File: src/hw/rtl/pdm_pkg.sv
package pdm_pkg;

  // Default coordinate format: signed Q15.8
  localparam int COORD_WIDTH_DEF     = 24;
  localparam int COORD_FRAC_BITS_DEF = 8;

  // Unit factors are unsigned Q11.16
  localparam int UNIT_FRAC = 16;
  localparam int FACTOR_W  = 27;

  localparam int OUT_BITS = 28;
  localparam logic [OUT_BITS-1:0] OUT_MAX = {OUT_BITS{1'b1}};

  // Square root: one result bit per cell, one bit of headroom above the output
  localparam int ROOT_W = OUT_BITS + 1;
  localparam int RAD_W  = 2 * ROOT_W;
  localparam int REM_W  = ROOT_W + 2;

  // Register indexes
  localparam logic REG_UNIT_MODE   = 1'b0;
  localparam logic REG_METRIC_MODE = 1'b1;

  // Mode codes
  localparam logic [1:0] MODE_MAX     = 2'd2;
  localparam logic [1:0] UNIT_METRES  = 2'd0;
  localparam logic [1:0] UNIT_KM      = 2'd1;
  localparam logic [1:0] UNIT_MILES   = 2'd2;
  localparam logic [1:0] METRIC_TAXI  = 2'd0;
  localparam logic [1:0] METRIC_EUCL  = 2'd1;
  localparam logic [1:0] METRIC_CHEB  = 2'd2;

  localparam logic [FACTOR_W-1:0] FACTOR_METRES = 27'd65536;
  localparam logic [FACTOR_W-1:0] FACTOR_KM     = 27'd65536000;
  localparam logic [FACTOR_W-1:0] FACTOR_MILES  = 27'd105469706;

  // Item moving down the root chain
  typedef struct packed {
    logic [1:0]          metric;
    logic                sat;
    logic [OUT_BITS-1:0] other;
    logic [RAD_W-1:0]    rad;
    logic [REM_W-1:0]    rem;
    logic [ROOT_W-1:0]   root;
  } root_item_t;

  function automatic logic [FACTOR_W-1:0] unit_factor(input logic [1:0] unit);
    logic [FACTOR_W-1:0] f;
    unique case (unit)
      UNIT_KM:    f = FACTOR_KM;
      UNIT_MILES: f = FACTOR_MILES;
      default:    f = FACTOR_METRES;
    endcase
    return f;
  endfunction

endpackage

File: src/hw/rtl/pdm_root_cell.sv
module pdm_root_cell import pdm_pkg::*; (
  input  logic       clk,
  input  logic       rst,
  input  logic       in_valid,
  output logic       in_ready,
  input  root_item_t in_item,
  output logic       out_valid,
  input  logic       out_ready,
  output root_item_t out_item
);

  // One restoring square-root digit: bring down two radicand bits, try root*4+1
  logic [REM_W-1:0] rem_sh;
  logic [REM_W-1:0] trial;
  logic             take;

  assign rem_sh = {in_item.rem[REM_W-3:0], in_item.rad[RAD_W-1:RAD_W-2]};
  assign trial  = {in_item.root, 2'b01};
  assign take   = rem_sh >= trial;

  assign in_ready = !out_valid || out_ready;

  always_ff @(posedge clk) begin
    if (rst) begin
      out_valid <= 1'b0;
    end else if (in_ready) begin
      out_valid <= in_valid;
    end
  end

  always_ff @(posedge clk) begin
    if (in_valid && in_ready) begin
      out_item.metric <= in_item.metric;
      out_item.sat    <= in_item.sat;
      out_item.other  <= in_item.other;
      out_item.rad    <= {in_item.rad[RAD_W-3:0], 2'b00};
      out_item.rem    <= take ? rem_sh - trial : rem_sh;
      out_item.root   <= {in_item.root[ROOT_W-2:0], take};
    end
  end

endmodule

File: config.mk
export PLATFORM = sky130hd
export DESIGN_NAME = pdm_root_cell
export DESIGN_NICKNAME = d
export VERILOG_FILES = /design/src/hw/rtl/pdm_pkg.sv /design/src/hw/rtl/pdm_root_cell.sv
export SDC_FILE = /design/constraint.sdc
export NUM_CORES = 1
export LEC_CHECK = 0
export BUFFER_PORTS_ARGS = -buffer_cell sky130_fd_sc_hd__buf_2
export CORE_ASPECT_RATIO = 1.1
export CORE_MARGIN = 2
export CORE_UTILIZATION = 47
export CTS_BUF_LIST = sky130_fd_sc_hd__clkbuf_16
export CTS_CLUSTER_SIZE = 12
export DETAILED_ROUTE_END_ITERATION = 6
export PLACE_DENSITY = 0.8
export SLEW_MARGIN = 20
export SYNTH_ARGS = -nofsm -noshare
export SYNTH_HDL_FRONTEND = slang
export SYNTH_SLANG_ARGS = --single-unit
File: constraint.sdc
create_clock -name clk -period 5.5 [get_ports clk]
set_clock_uncertainty 0.05 [all_clocks]
set_input_delay 0.275 -clock clk [delete_from_list [all_inputs] [get_ports clk]]
set_output_delay 0.275 -clock clk [all_outputs]
set_load 0.005 [all_outputs]
=== Yosys cells after proc, flatten, opt, wreduce, memory -nomap -nowiden ===
Cells that the tools add are included.

* Flip-flop bits (word level): 148
* Latch bits: 0
* Bits in writable memories: 0
* Memory bits (read-only): 0
* Input bits: 153
* Output and inout bits: 151
* Word-level logic and storage cells: 13
* Memories kept: 0

* Add/sub/neg operators: 1
* Multiply operators: 0
* Divide/modulo/power cells: 0
* Order comparisons: 1
* Equality and inequality tests: 0
* Shift-type cells: 0
* Multiplexer cells: 1
* Bitwise logic cells: 0
* Reductions and logical operators: 3

{| class="wikitable"
|+ Operator list
! kind !! number
|-
| 31-bit >= comparator || 1
|-
| 31-bit 2-to-1 mux || 1
|-
| 31-bit subtractor || 1
|-
| 1-bit logical AND || 1
|-
| 1-bit logical NOT || 1
|-
| 1-bit logical OR || 1
|}

=== Depth between registers and ports, before layout ===
* Depth after elaboration: 3
* Mapped depth: 12
* Gate-level depth less buffers: 10

=== Worst setup path after synthesis ===
OpenSTA, ideal clock, no wires.

* Path kind: register to register
* From: reg out_valid
* To: reg out_item[0] (netlist bit), enable pin
* Library setup time: 525 ps
* Arrival time: 3818 ps
* Data required time: 4925 ps
* Setup slack: 1107 ps
* Stages on the path, launching flop included: 3
* Path buffers: 0
* Clock period less this slack: 4393 ps
* Path through: dfxtp_1 nand2b_1 and2_1

* Cells in the longest elaborated chain, start to end: 3

{| class="wikitable"
|+ RTL lines
! item !! line !! text
|-
| start, declared || pdm_root_cell.sv:7 || <nowiki>output logic out_valid,</nowiki>
|-
| start signal, assigned || pdm_root_cell.sv:27 || <nowiki>out_valid <= in_valid;</nowiki>
|-
| 1-bit logical NOT || pdm_root_cell.sv:21 || <nowiki>assign in_ready = !out_valid || out_ready;</nowiki>
|-
| 1-bit logical OR || pdm_root_cell.sv:21 ||
|-
| net in_ready || pdm_root_cell.sv:5 || <nowiki>output logic in_ready,</nowiki>
|-
| 1-bit logical AND || pdm_root_cell.sv:32 || <nowiki>if (in_valid && in_ready) begin</nowiki>
|-
| end, declared || pdm_root_cell.sv:9 || <nowiki>output root_item_t out_item</nowiki>
|}

The timed path passes the listed nets, and every way through them passes these cells.
A chain may end at the register's enable or synchronous reset.

=== Worst setup path after layout ===
* From: in in_item[0] (netlist bit)
* To: reg out_item[59] (netlist bit) (data pin)

* Cells in the longest elaborated chain, start to end: 2
* Elaborated cells between the ends (all ways): 3
* Those cells by class: add/sub: 1; order compare: 1; mux: 1

{| class="wikitable"
|+ RTL lines
! item !! line !! text
|-
| start, declared || pdm_root_cell.sv:6 || <nowiki>input root_item_t in_item,</nowiki>
|-
| 31-bit subtractor or 31-bit >= comparator (tied branches) || pdm_root_cell.sv:37, pdm_root_cell.sv:19 ||
|-
| 31-bit 2-to-1 mux (*) || pdm_root_cell.sv:37 || <nowiki>out_item.rem <= take ? rem_sh - trial : rem_sh;</nowiki>
|}

Every way passes the cells marked *; elsewhere a longest branch is shown, timed or not.

==> metrics <==
Top delay family on crit path=compound AO/OA/AOI/OAI gates; worst path cell trace=dlygate4sd3_1, buf_2, inv_1, ha_1, o211ai_1, o21ai_0, o21a_1, a21oi_1, a21oi_1, a41o_1, a21oi_4, buf_4, mux2_2; worst-path maximum fanout=21; hold-fix buffers at CTS=115; clock transition at the registers of the reported paths=70 ps; worst skew pair latency=420 ps; most frequent cells in the layout=299 x buf_2, 147 x edfxtp_1, 115 x dlygate4sd3_1; final period utilization=0.737; Worst EP arrival=~4200 ps; dpl hpwl=14300 um; ys async rst share=0; Largest stage delay, worst path=550 ps; Iter 0 DRT Violations=a little under 600; Setup Buffers After CTS=0; Die Area=15300 sq um; Worst-Margin Slew=1060 ps; pin count of the biggest net entering global routing=81; Initial Util=0.484; Synth Flop Type=edfxtp_1; CP Capture Type=flop; Area after DPL=8390 sq um; Ports=304; hold slack=26.5 ps; routed via count=5670; RSZ-0062 raised after global routing=no; Die Span X=about 120 um; Nets=1067; Layout fillers=just under 900; DIE HEIGHT=between 100 and 150 um; post-DR vias/cell=5.23; max frequency=0.247 GHz; initial antenna violation count=1; Max VDD drop=0.184 mV; leakage=4.55 nW; Final GP Congestion=0.843; drt first pass iters=5; ANT cells=0; CP bufs+invs=4; startpoint types=input pin; Congestion Overflow GR=0; clk buf depth=2; crit-path most repeated cell=a21oi_1; max_cap viols=0; first-pass GRT wire length=33300 um; clk sink count=about 150; Final Setup Violations=0; IO Port Bufs=299; sequential-to-total area share from yosys stat=0.658; Total Power=approximately 0.0032 W; relative max-transition margin=0.294; setup TNS=0 ps; most common cell after layout, fill and taps aside=buf_2; synthesized area per cell=~15 sq um; CORE AREA=13900 sq um; CTS H-tree lvls=4; Syn Inst Count=463; Final Hold Vio Count=0; crit path time final=4050 ps; DRC violations left=0; CTS resizes=0; ANT nets after route=0; number of global-route vias before repair=5795; Final Cell Area=10200 sq um; slowest cell on the critical path=dlygate4sd3_1; Routed WL per cell=approximately 21 um; PwrDens=314 nW/um^2; gr usage total=0.293; Yosys reg bits=between 100 and 150; CTS Buf Count=17; status=complete, no violations; CTS tree=done; Post-synth EDFFs=147; row count=45; Worst Hold Class=input pin to flop; area grow syn2layout=51.2%; mapped cell area=6730 sq um; ratio of cells with drive above 1 in the final layout=0.407; CTS Root Cell=clkbuf_16; Netlist cell types=49; Synth Warn #=0; crit path kind=input pin to flop; Pins Over Slew Limit=0; WP data required=between 5000 and 6000 ps; Final Routed Wirelength=between 20000 and 25000 um
final timing paths:
path,start,endpoint,slack [ps],depth (start not counted)
max,in_item[0],out_item[59]$_DFFE_PP_,1450,13
min,in_item[19],out_item[20]$_DFFE_PP_,30,1
max reg2reg,out_valid$_SDFFE_PP0N_,out_item[28]$_DFFE_PP_,2900,3
min reg2reg,out_valid$_SDFFE_PP0N_,out_valid$_SDFFE_PP0N_,500,2
state kept, by name, summed over array words and instances (netlist names):
register   cells
out_item     147
out_valid      1
Yosys cell counts (4+ instances only):
cell | instances | area share
o211ai_1 | 5 | 0.0056
edfxtp_1 | 147 | 0.66
xnor2_1 | 18 | 0.023
clkbuf_1 | 7 | 0.0039
nand4_1 | 10 | 0.0093
nor2_1 | 14 | 0.0078
xor2_1 | 10 | 0.013
nand2b_1 | 4 | 0.0037
a31oi_1 | 4 | 0.0037
nand3_1 | 9 | 0.0067
nor3_1 | 4 | 0.0030
o21a_1 | 5 | 0.0056
inv_1 | 41 | 0.023
o21ai_0 | 13 | 0.0097
buf_4 | 4 | 0.0045
mux2_4 | 27 | 0.060
ha_1 | 31 | 0.058
and3_1 | 8 | 0.0074
nand2_1 | 21 | 0.012
a211oi_1 | 6 | 0.0067
a21oi_1 | 34 | 0.025
a21o_1 | 7 | 0.0078
cell type report:
cell class              instances  area [sq um]  area share
repair buffers                416          2660       0.261
well taps                     188           235      0.0231
multi-input cells             259          2060       0.202
inverters                      41           154      0.0151
flip-flops and latches        148          4430       0.435
clock buffers                  17           425      0.0418
clock inverters                15           214      0.0210
where the power goes:
group          internal, W  switching, W  total (W)
Clock             0.000737      0.000523    0.00126
Sequential         0.00134     0.0000254    0.00137
Combinational     0.000288      0.000283   0.000571
cell families (layout without fill, tap and decap cells):
kind of cell / after synthesis / after routing / synth area share
AO/OA/AOI/OAI: 89 / 89 / 0.0853
XOR/XNOR: 28 / 28 / 0.0364
adder cells (fa/ha/maj): 31 / 31 / 0.0576
buffers and inverters: 57 / 489 / 0.0377
flip-flops: 148 / 148 / 0.658
multiplexers: 29 / 29 / 0.0634
other: 1 / 2 / 0.000557
AND/OR/NAND/NOR: 80 / 80 / 0.0606
stage by stage:
step,std cells,util,worst slack [ps]
2_1_floorplan,464,-,1110
3_3_place_gp,937,0.604,1680
3_5_place_dp,937,0.604,1630
4_1_cts,1084,0.732,1500
5_1_grt,1084,0.732,1340
6_report,1084,0.732,1450
routing by layer:
metal,track usage,up-vias,share of wire,wire length [um]
met5,0,-,0.00057,13
met4,0.137,2,0.037,852
met3,0.0946,57,0.083,1890
met2,0.525,289,0.52,11800
met1,0.318,2744,0.36,8280
li1,-,2578,-,-
Note: power is estimated with default switching activity, not from simulation.
